`src/hdl/kmdb_pkg.sv`:
```
// Shared types and constants of the key matrix debounce engine.
`timescale 1ns / 1ps

package kmdb_pkg;

  // Width of the key position field and count of positions it can name
  localparam int unsigned PosW         = 8;
  localparam int unsigned NumPositions = 256;
  localparam int unsigned CodeW        = 8;

  // Debounce thresholds on the signed per-key counter
  localparam logic signed [7:0] DebLimit  = 8'sd4;
  localparam logic signed [7:0] DebHold   = 8'sd8;
  localparam logic signed [7:0] CountIdle = -8'sd1;
  localparam logic signed [7:0] CountZero = 8'sd0;
  localparam logic signed [7:0] CountOne  = 8'sd1;

  // Per-key state word kept in the state RAM
  typedef struct packed {
    logic signed [7:0] count;
    logic              prev;
    logic [CodeW-1:0]  saved;
  } kmdb_state_t;

  // One result word
  typedef struct packed {
    logic             held;
    logic             mk;
    logic             brk;
    logic [CodeW-1:0] code;
  } kmdb_result_t;

  localparam kmdb_state_t StateReset = '{count: -8'sd1, prev: 1'b0, saved: '0};

endpackage

```
`src/hdl/kmdb_state_ram.sv`:
```
// Per-key state RAM: one write port, one registered read port.
`timescale 1ns / 1ps

module kmdb_state_ram #(
  parameter int unsigned Depth = 256,
  parameter int unsigned AddrW = $clog2(Depth)
) (
  input  logic                 clk_i,
  input  logic                 we_i,
  input  logic [AddrW-1:0]     waddr_i,
  input  kmdb_pkg::kmdb_state_t wdata_i,
  input  logic                 re_i,
  input  logic [AddrW-1:0]     raddr_i,
  output kmdb_pkg::kmdb_state_t rdata_o
);
  import kmdb_pkg::*;

  kmdb_state_t mem [Depth];
  kmdb_state_t rdata_q;

  // Write the committed state word
  always_ff @(posedge clk_i) begin
    if (we_i) begin
      mem[waddr_i] <= wdata_i;
    end
  end

  // Read on accept; hold the read word otherwise
  always_ff @(posedge clk_i) begin
    if (re_i) begin
      rdata_q <= mem[raddr_i];
    end
  end

  assign rdata_o = rdata_q;

endmodule

```
`src/hdl/kmdb_step.sv`:
```
// Debounce update: next key state and result word from one key sample.
`timescale 1ns / 1ps

module kmdb_step (
  input  logic                  report_mode_i,
  input  logic                  pressed_now_i,
  input  logic [7:0]            key_code_i,
  input  kmdb_pkg::kmdb_state_t state_i,
  output kmdb_pkg::kmdb_state_t state_o,
  output kmdb_pkg::kmdb_result_t result_o
);
  import kmdb_pkg::*;

  logic signed [7:0] cnt_start;

  // Event mode restarts the count on any edge
  assign cnt_start = (state_i.prev != pressed_now_i) ? CountZero : state_i.count;

  always_comb begin
    state_o      = state_i;
    state_o.prev = pressed_now_i;
    result_o     = '0;
    if (report_mode_i) begin
      // Report mode: count up while pressed, run down after release
      if (state_i.count >= DebLimit) begin
        result_o.held = 1'b1;
        result_o.code = key_code_i;
        state_o.count = pressed_now_i ? DebHold : (state_i.count - CountOne);
      end else begin
        state_o.count = pressed_now_i ? (state_i.count + CountOne) : CountZero;
      end
    end else begin
      // Event mode: a running count that reaches the limit fires once
      state_o.count = cnt_start;
      if (!cnt_start[7]) begin
        if (cnt_start >= DebLimit) begin
          if (pressed_now_i) begin
            result_o.mk   = 1'b1;
            result_o.code = key_code_i;
            state_o.saved = key_code_i;
          end else begin
            result_o.brk  = 1'b1;
            result_o.code = state_i.saved;
          end
          state_o.count = CountIdle;
        end else begin
          state_o.count = cnt_start + CountOne;
        end
      end
    end
  end

endmodule

```
`src/hdl/key_matrix_debounce_engine.sv`:
```
// Path: an accepted word is registered in stage 1, then loaded into the output
// register when stage 1 commits; out_valid_o rises with that load.
// Throughput: one word per cycle while the output is not stalled; the state RAM
// read-modify-write has a bypass for back-to-back samples of the same key.
// Reset: a clearing pass writes every key state to idle (count -1, released,
// saved code 0); no word is accepted during it.
// The mode register resets to report mode.
`timescale 1ns / 1ps

module key_matrix_debounce_engine #(
  parameter int unsigned NUM_KEYS = 256
) (
  input  logic       clk_i,
  input  logic       rst_ni,
  input  logic       cfg_we_i,
  input  logic       cfg_wdata_i,
  input  logic       in_valid_i,
  output logic       in_ready_o,
  input  logic [7:0] key_position_i,
  input  logic       pressed_now_i,
  input  logic [7:0] key_code_i,
  output logic       out_valid_o,
  input  logic       out_ready_i,
  output logic       report_held_o,
  output logic       make_event_o,
  output logic       break_event_o,
  output logic [7:0] event_code_o
);
  import kmdb_pkg::*;

  localparam int unsigned KeyW = $clog2(NUM_KEYS);

  logic              report_mode_q;
  logic              clearing_q;
  logic [KeyW-1:0]   clr_idx_q;
  logic [KeyW-1:0]   key_idx_lut [NumPositions];
  logic [KeyW-1:0]   in_key;
  logic              in_accept;
  logic              s1_vld_q;
  logic              s1_commit;
  logic [KeyW-1:0]   s1_key_q;
  logic              s1_now_q;
  logic [7:0]        s1_code_q;
  logic              byp_q;
  kmdb_state_t       byp_state_q;
  kmdb_state_t       ram_rdata;
  kmdb_state_t       s1_state;
  kmdb_state_t       s1_next;
  kmdb_result_t      s1_result;
  logic              ram_we;
  logic [KeyW-1:0]   ram_waddr;
  kmdb_state_t       ram_wdata;
  logic              out_vld_q;
  kmdb_result_t      out_q;

  // Map each position to a key index, modulo the key count
  for (genvar g = 0; g < NumPositions; g++) begin : g_key_lut
    assign key_idx_lut[g] = KeyW'(g % NUM_KEYS);
  end
  assign in_key = key_idx_lut[key_position_i];

  // Mode register
  always_ff @(posedge clk_i or negedge rst_ni) begin
    if (!rst_ni) begin
      report_mode_q <= 1'b1;
    end else if (cfg_we_i) begin
      report_mode_q <= cfg_wdata_i;
    end
  end

  // Sweep the state RAM to idle after reset
  always_ff @(posedge clk_i or negedge rst_ni) begin
    if (!rst_ni) begin
      clearing_q <= 1'b1;
      clr_idx_q  <= '0;
    end else if (clearing_q) begin
      clr_idx_q <= clr_idx_q + KeyW'(1);
      if (clr_idx_q == KeyW'(NUM_KEYS - 1)) begin
        clearing_q <= 1'b0;
      end
    end
  end

  // Handshake: stage 1 frees when its word moves to the output register
  assign s1_commit  = s1_vld_q && (!out_vld_q || out_ready_i);
  assign in_ready_o = !clearing_q && (!s1_vld_q || s1_commit);
  assign in_accept  = in_valid_i && in_ready_o;

  // Stage 1 valid
  always_ff @(posedge clk_i or negedge rst_ni) begin
    if (!rst_ni) begin
      s1_vld_q <= 1'b0;
    end else if (in_accept) begin
      s1_vld_q <= 1'b1;
    end else if (s1_commit) begin
      s1_vld_q <= 1'b0;
    end
  end

  // Stage 1 payload
  always_ff @(posedge clk_i) begin
    if (in_accept) begin
      s1_key_q  <= in_key;
      s1_now_q  <= pressed_now_i;
      s1_code_q <= key_code_i;
    end
  end

  // Forward the committing state when the next word hits the same key
  always_ff @(posedge clk_i or negedge rst_ni) begin
    if (!rst_ni) begin
      byp_q <= 1'b0;
    end else if (in_accept) begin
      byp_q <= s1_commit && (s1_key_q == in_key);
    end else if (s1_commit) begin
      byp_q <= 1'b0;
    end
  end

  always_ff @(posedge clk_i) begin
    if (in_accept) begin
      byp_state_q <= s1_next;
    end
  end

  assign s1_state = byp_q ? byp_state_q : ram_rdata;

  // Write port: clearing pass, then committed updates
  always_comb begin
    if (clearing_q) begin
      ram_we    = 1'b1;
      ram_waddr = clr_idx_q;
      ram_wdata = StateReset;
    end else begin
      ram_we    = s1_commit;
      ram_waddr = s1_key_q;
      ram_wdata = s1_next;
    end
  end

  kmdb_state_ram #(
    .Depth (NUM_KEYS)
  ) u_state_ram (
    .clk_i   (clk_i),
    .we_i    (ram_we),
    .waddr_i (ram_waddr),
    .wdata_i (ram_wdata),
    .re_i    (in_accept),
    .raddr_i (in_key),
    .rdata_o (ram_rdata)
  );

  kmdb_step u_step (
    .report_mode_i (report_mode_q),
    .pressed_now_i (s1_now_q),
    .key_code_i    (s1_code_q),
    .state_i       (s1_state),
    .state_o       (s1_next),
    .result_o      (s1_result)
  );

  // Output register
  always_ff @(posedge clk_i or negedge rst_ni) begin
    if (!rst_ni) begin
      out_vld_q <= 1'b0;
    end else if (s1_commit) begin
      out_vld_q <= 1'b1;
    end else if (out_ready_i) begin
      out_vld_q <= 1'b0;
    end
  end

  always_ff @(posedge clk_i) begin
    if (s1_commit) begin
      out_q <= s1_result;
    end
  end

  assign out_valid_o   = out_vld_q;
  assign report_held_o = out_q.held;
  assign make_event_o  = out_q.mk;
  assign break_event_o = out_q.brk;
  assign event_code_o  = out_q.code;

`ifndef SYNTHESIS
  a_one_flag: assert property (@(posedge clk_i) disable iff (!rst_ni)
    out_vld_q |-> $onehot0({out_q.held, out_q.mk, out_q.brk}))
    else $error("more than one result flag set");

  a_quiet_code: assert property (@(posedge clk_i) disable iff (!rst_ni)
    (out_vld_q && !out_q.held && !out_q.mk && !out_q.brk) |-> (out_q.code == '0))
    else $error("quiet word carries a code");

  a_byp_live: assert property (@(posedge clk_i) disable iff (!rst_ni)
    byp_q |-> s1_vld_q)
    else $error("bypass set without a word in stage 1");

  a_clear_idle: assert property (@(posedge clk_i) disable iff (!rst_ni)
    clearing_q |-> (!s1_vld_q && !out_vld_q))
    else $error("word in flight during clearing pass");

  a_accept_fill: assert property (@(posedge clk_i) disable iff (!rst_ni)
    in_accept |=> s1_vld_q)
    else $error("accepted word missing from stage 1");
`endif

endmodule
```
`config.mk`:
```
export PLATFORM = sky130hd
export DESIGN_NAME = key_matrix_debounce_engine
export DESIGN_NICKNAME = d
export VERILOG_FILES = /design/src/hdl/kmdb_pkg.sv /design/src/hdl/kmdb_state_ram.sv /design/src/hdl/kmdb_step.sv /design/src/hdl/key_matrix_debounce_engine.sv
export SDC_FILE = /design/constraint.sdc
export NUM_CORES = 2
export LEC_CHECK = 0
export BUFFER_PORTS_ARGS = -buffer_cell sky130_fd_sc_hd__buf_2
export CAP_MARGIN = 10
export CELL_PAD_IN_SITES_DETAIL_PLACEMENT = 1
export CELL_PAD_IN_SITES_GLOBAL_PLACEMENT = 1
export CORE_MARGIN = 2
export CORE_UTILIZATION = 50
export DETAILED_ROUTE_END_ITERATION = 7
export GPL_ROUTABILITY_DRIVEN = 0
export PLACE_DENSITY_LB_ADDON = 0.3
export SYNTH_ARGS = -nofsm -noshare
export SYNTH_HDL_FRONTEND = slang
export SYNTH_MEMORY_MAX_BITS = 65536
export SYNTH_SLANG_ARGS = --single-unit
```
`constraint.sdc`:
```
create_clock -name clk_i -period 23.5 [get_ports clk_i]
set_input_delay 1.175 -clock clk_i [delete_from_list [all_inputs] [get_ports clk_i]]
set_output_delay 1.175 -clock clk_i [all_outputs]
set_load 0.02 [all_outputs]
```
Yosys cells after proc, flatten, opt, wreduce, memory -nomap -nowiden

Memories as Yosys holds them, arrays and structs flattened. A register that Yosys moved wholly into a read port is not among the register bits.
Index checks and enable logic that the tools add are counted.

Register bits: 58
Bits in writable memories: 4352
Bits in read-only memories: 2048
Bits of input ports: 23
Output and inout port bits: 13
Memories kept: 2

Add/subtract/negate cells: 4
Order comparisons: 3
Equality and inequality tests: 3
Multiplexer cells: 33
Bitwise logic cells: 2
Reduce and logical (&&, ||, !) cells: 12

Memories:

| name            | words | width | rd ports | clocked after Yosys merged registers in | write ports | RTL line                         | source |
|---|---|---|---|---|---|---|---|
| u_state_ram.mem | 256   | 17    | 1        | 1                                       | 1           | kmdb_state_ram.sv:18             | `kmdb_state_t mem [Depth];` |
| (no name shown) | 256   | 8     | 1        | 0                                       | 0           | key_matrix_debounce_engine.sv:60 | `assign in_key = key_idx_lut[key_position_i];` |

Operator list:

| kind                  | count |
|---|---|
| $mux W8               | 18 |
| $mux W17              | 2 |
| $add A8 B2 Y8 const B | 2 |
| $ge A8 B4 Y1 const B  | 2 |
| $mux W1               | 13 |
| $ge A9 B9 Y1 const B  | 1 |
| $not A8 Y9            | 1 |
| $add A8 B1 Y8 const B | 1 |
| $eq A8 B8 Y1          | 1 |
| $eq A8 B8 Y1 const B  | 1 |
| $sub A8 B2 Y8 const B | 1 |
| $logic_and A1 B1 Y1   | 4 |
| $reduce_bool A2 Y1    | 2 |
| $logic_not A1 Y1      | 3 |
| $reduce_or A3 Y1      | 1 |
| $logic_or A1 B1 Y1    | 2 |
| $ne A1 B1 Y1          | 1 |
| $not A1 Y1            | 1 |

Logic depth before layout (Yosys ltp)

Depth after elaboration: 8
Depth in mapped cells: 13
Depth with buffers taken out: 9

By module

From an unflattened synthesis, not the netlist that was laid out.

Cell total of the unflattened synthesis: 8076
Area total of the unflattened synthesis: 173283.7 um2

Modules (own cells, without submodules):

| module                     | instances | cells each | area each (um2) | sequential area each (um2) |
|---|---|---|---|---|
| kmdb_state_ram             | 1         | 7797       | 169874.2        | 131195.8 |
| key_matrix_debounce_engine | 1         | 148        | 2411.1          | 1679.1 |
| kmdb_step                  | 1         | 131        | 998.5           | 0.0 |

Worst setup path after synthesis

OpenSTA, ideal clock, no wires.

Path kind: register -> register
Start: reg byp_q
End: mem u_state_ram.mem[0][0] (netlist bit) (data pin)
Library setup time: 1463 ps
Data arrival time: 8071 ps
Required time: 22037 ps
Slack: 13966 ps
Cell stages (with the launch flop): 9
Cell sequence: dfrtp_1 buf_2 mux2i_1 o211a_1 and2_1 nor2_1 nand3_2 mux2_2 nor2b_1

RTL lines:

| what                     | RTL line                          | source |
|---|---|---|
| start: declaration       | key_matrix_debounce_engine.sv:44  | `logic byp_q;` |
| start signal: assignment | key_matrix_debounce_engine.sv:114 | `byp_q <= s1_commit && (s1_key_q == in_key);` |
| end: declaration         | kmdb_state_ram.sv:18              |  |

Final worst setup path

Start: in key_position_i[0]
End: reg, netlist name u_state_ram.rdata_o[4]

Longest elaborated chain between the ends: 4

Ends and longest elaborated chain:

| what                                       | RTL line                         | source |
|---|---|---|
| start: declaration                         | key_matrix_debounce_engine.sv:19 | `input logic [7:0] key_position_i,` |
| $not A8 Y9 (not written as such)           | key_matrix_debounce_engine.sv:60 |  |
| $mem_v2 Z256 W8                            | n/a                              |  |
| $mux W8 (not written as such) (2 in a row) | key_matrix_debounce_engine.sv:60 |  |

No other way between the ends. The select of a mux whose other input is x is not followed.
A chain may end at the register's enable or synchronous reset.

==> summary.txt <==
status - completed
Hold-fix buffers, CTS - 0
Gate power share - 7.0%
Die Y - 591 um
Distinct cells, synth - 76
R2R cell count - 10
capturing point of the worst reg2reg path - u_state_ram.mem[79][10]
Worst Setup Path Type - in2reg
Net Switching - 3.99 mW
Final Hold Viols - 0
largest net degree at the start of global routing - 189
Startpoint Class - primary input
GRT Total Usage - 28.4%
WP data required - 24,240 ps
Die Wd - 591 um
post-route insts no fill - 13,509
Worst Skew - 111 ps
crit path capture type - register
switching part of the total - 23.2%
Post-Route WL - 498,000 um
Critical R2R Launch - byp_q
top_reg_cell synth - edfxtp_1
Worst-Skew Late Latency - 1020 ps
Synth Warn # - 0
Worst Tran Pin Value - 1350 ps
Initial Util - 50.2%
Final nets - 8,592
flop-to-flop setup slack - 17,020 ps
post-synthesis sequential area ratio - 77.0%
core area - 0.343 mm2
Worst Hold Class - in2async
Critical Path AT - 7620 ps
Max Buffers Root-to-Sink - 4
ANT nets after route - 0
share of post-route cells with drive strength above 1 - 23.0%
most frequent cell after synthesis - edfxtp_1
synthesized flop and latch total - 4,427
clock network fraction of total power - 40.4%
cell row count - 215
initial DRC count - 11,595
maxcap violations - 0
Slew headroom - 10.2%
IO buf count - 35
Synth top cells by count - edfxtp_1 (4,414), mux4_2 (813), mux2i_1 (755)
register area - 0.133 mm2
first-pass GRT wire length - 704,000 um
Tmin final - 6880 ps
Leak - 61.7 nW
Synth async-reset ratio - 0.294%
gr ovfl total - 0
Post-synth EDFFs - 4,414
Achievable Freq - 145 MHz
Resize count post-CTS - 0
CTS Sinks - 4,427
crit path launch - key_position_i[0]
placed cell count - 12,665
vias per cell - 6.58
total CTS buffers - 440
vias in the first global route - 92,018
Setup Viol. Count Final - 0
First-pass DRT Iterations - 6
Vias - 88,911
die area - 0.350 mm2
Fill cells - 29,300
postcts setup bufs - 0
Worst-path clk slew - 70 ps
RSZ-0062 raised after global routing - false
initial antenna violation count - 19
Reg power frac - 52.6%
area grow syn2layout - 11.9%
Pwr Density - 89.3 mW/mm2
share of the synthesized area in the top cell type - 76.9%
CTS tree - done
dominant cells by area after synthesis - edfxtp_1 (77%), mux4_2 (11%), mux2i_1 (4.4%)
multi-input logic area - 0.0365 mm2
Post-Place Worst Slack - 15,480 ps
H-Tree Depth - 5
final period utilization - 29.3%
DR DRC count - 0
final setup margin - 16,620 ps
fin. max-slew vios - 0
Int Power - 13.2 mW
routed wire length per instance - 36.9 um
Post-Synthesis Cells - 8,154
post-synth top area cell - edfxtp_1
Max FO, Critical Path - 95
I/O pin count - 36
maximum vdd drop - 0.0816 mV
cell area after synthesis - 0.172 mm2
hpwl dp - 291,000 um
Setup Total Neg Slack - 0 ps
CTS root buf - clkbuf_16
Avg Cell Area, Syn - 21.2 um2
syn_nets - 8,183
## cells in the final DEF, fill, tap and decap left out, types with 20 or more instances in the layout
master,synthesis,final
nor2_1,331,284
nor2_2,0,47
nor4_1,23,22
nand2_1,100,84
nand4_1,20,20
bufinv_16,0,38
o21ai_0,37,35
mux4_2,813,813
a211oi_1,34,34
nor3_1,150,149
buf_4,42,389
mux2_2,32,32
clkbuf_16,0,448
clkinv_2,0,95
o22ai_1,218,218
buf_2,92,32
o221ai_1,259,259
clkbuf_1,207,75
nand3_1,27,27
mux2i_1,755,755
edfxtp_1,4414,4414
a21oi_1,158,158
clkinvlp_4,0,20
a22o_1,31,31
a22oi_1,43,43
clkinv_1,0,105
## critical path: stages
cell and delay, ps:
buf_12 350, buf_4 820, buf_4 660, buf_12 520
buf_4 810, buf_4 810, mux4_2 610, o22ai_1 240
nor3_1 100, nor3_1 870, nor4_2 90
## final cells by class
class | instances | share of cell area, %
timing repair buffer | 452 | 1.89
clock inverter | 291 | 1.36
multi-input combinational | 3226 | 18.9
inverter | 16 | 0.0376
clock buffer | 525 | 5.97
tap | 4557 | 2.95
antenna | 15 | 0.0195
sequential | 4427 | 68.9
## per-layer routing
| metal | track usage, % | wire length (um) |
|---|---|---|
| met3 | 4.58 | 42800 |
| met4 | 14.3 | 27700 |
| met1 | 38.0 | 186000 |
| met2 | 45.7 | 241000 |
| met5 | 0 | 31 |
## worst max path at each step
stage | endpoint | slack (ps) | cells past startpoint
floorplan | u_state_ram.mem[0][0] | 13970 | 8
global placement | u_state_ram.rdata_o[4] | 15590 | 11
detailed placement | u_state_ram.rdata_o[4] | 15480 | 11
CTS | u_state_ram.rdata_o[4] | 16580 | 11
global route | u_state_ram.rdata_o[11] | 16310 | 12
finish | u_state_ram.rdata_o[4] | 16620 | 11
## cell families (layout without fill, tap and decap cells)
| kind of cell | Yosys count | count (layout) | share of synthesized area, % |
|---|---|---|---|
| adders and majority gates | 6 | 6 | 0.0435 |
| buffers and inverters | 501 | 1284 | 1.96 |
| DFF | 4427 | 4427 | 77.0 |
| AOI/OAI and AO/OA | 850 | 850 | 3.53 |
| and+or+nand+nor | 741 | 741 | 2.00 |
| muxes | 1607 | 1607 | 15.3 |
| other | 0 | 15 | 0 |
| xor gates and xnor gates | 22 | 22 | 0.112 |
## state kept, by name (all words and copies together) (netlist names)
signal and count:
u_state_ram.rdata_o 17, make_event_o 1, u_state_ram.mem 4352, event_code_o 8, s1_code_q 8, out_valid_o 1, clearing_q 1, report_held_o 1
s1_key_q 8, report_mode_q 1, byp_q 1, clr_idx_q 8, break_event_o 1, s1_now_q 1, s1_vld_q 1, byp_state_q 17
## power groups by stage
stage | sequential [mW] | clock [mW] | combinational, mW
after floorplan | 9.30 | 0 | 0.663
after CTS | 9.06 | 7.03 | 1.20
after detailed placement | 9.22 | 0 | 1.19
after global routing | 9.06 | 7.28 | 1.26
after global placement | 9.22 | 0 | 1.13
final | 9.06 | 6.97 | 1.21
## through the flow
| stage | hold WS, ps | utilization [%] | cell area [um2] | power (mW) |
|---|---|---|---|---|
| final | 139 | 56.2 | 193000 | 17.2 |
| after floorplan | 470 | - | 172000 | 9.96 |
| after CTS | 76.4 | 56.1 | 193000 | 17.3 |
| after global placement | 491 | 52.0 | 178000 | 10.4 |
| after detailed placement | 514 | 52.0 | 179000 | 10.4 |
| after global routing | 132 | 56.2 | 193000 | 17.6 |
Note: power is estimated with default switching activity, not from simulation.
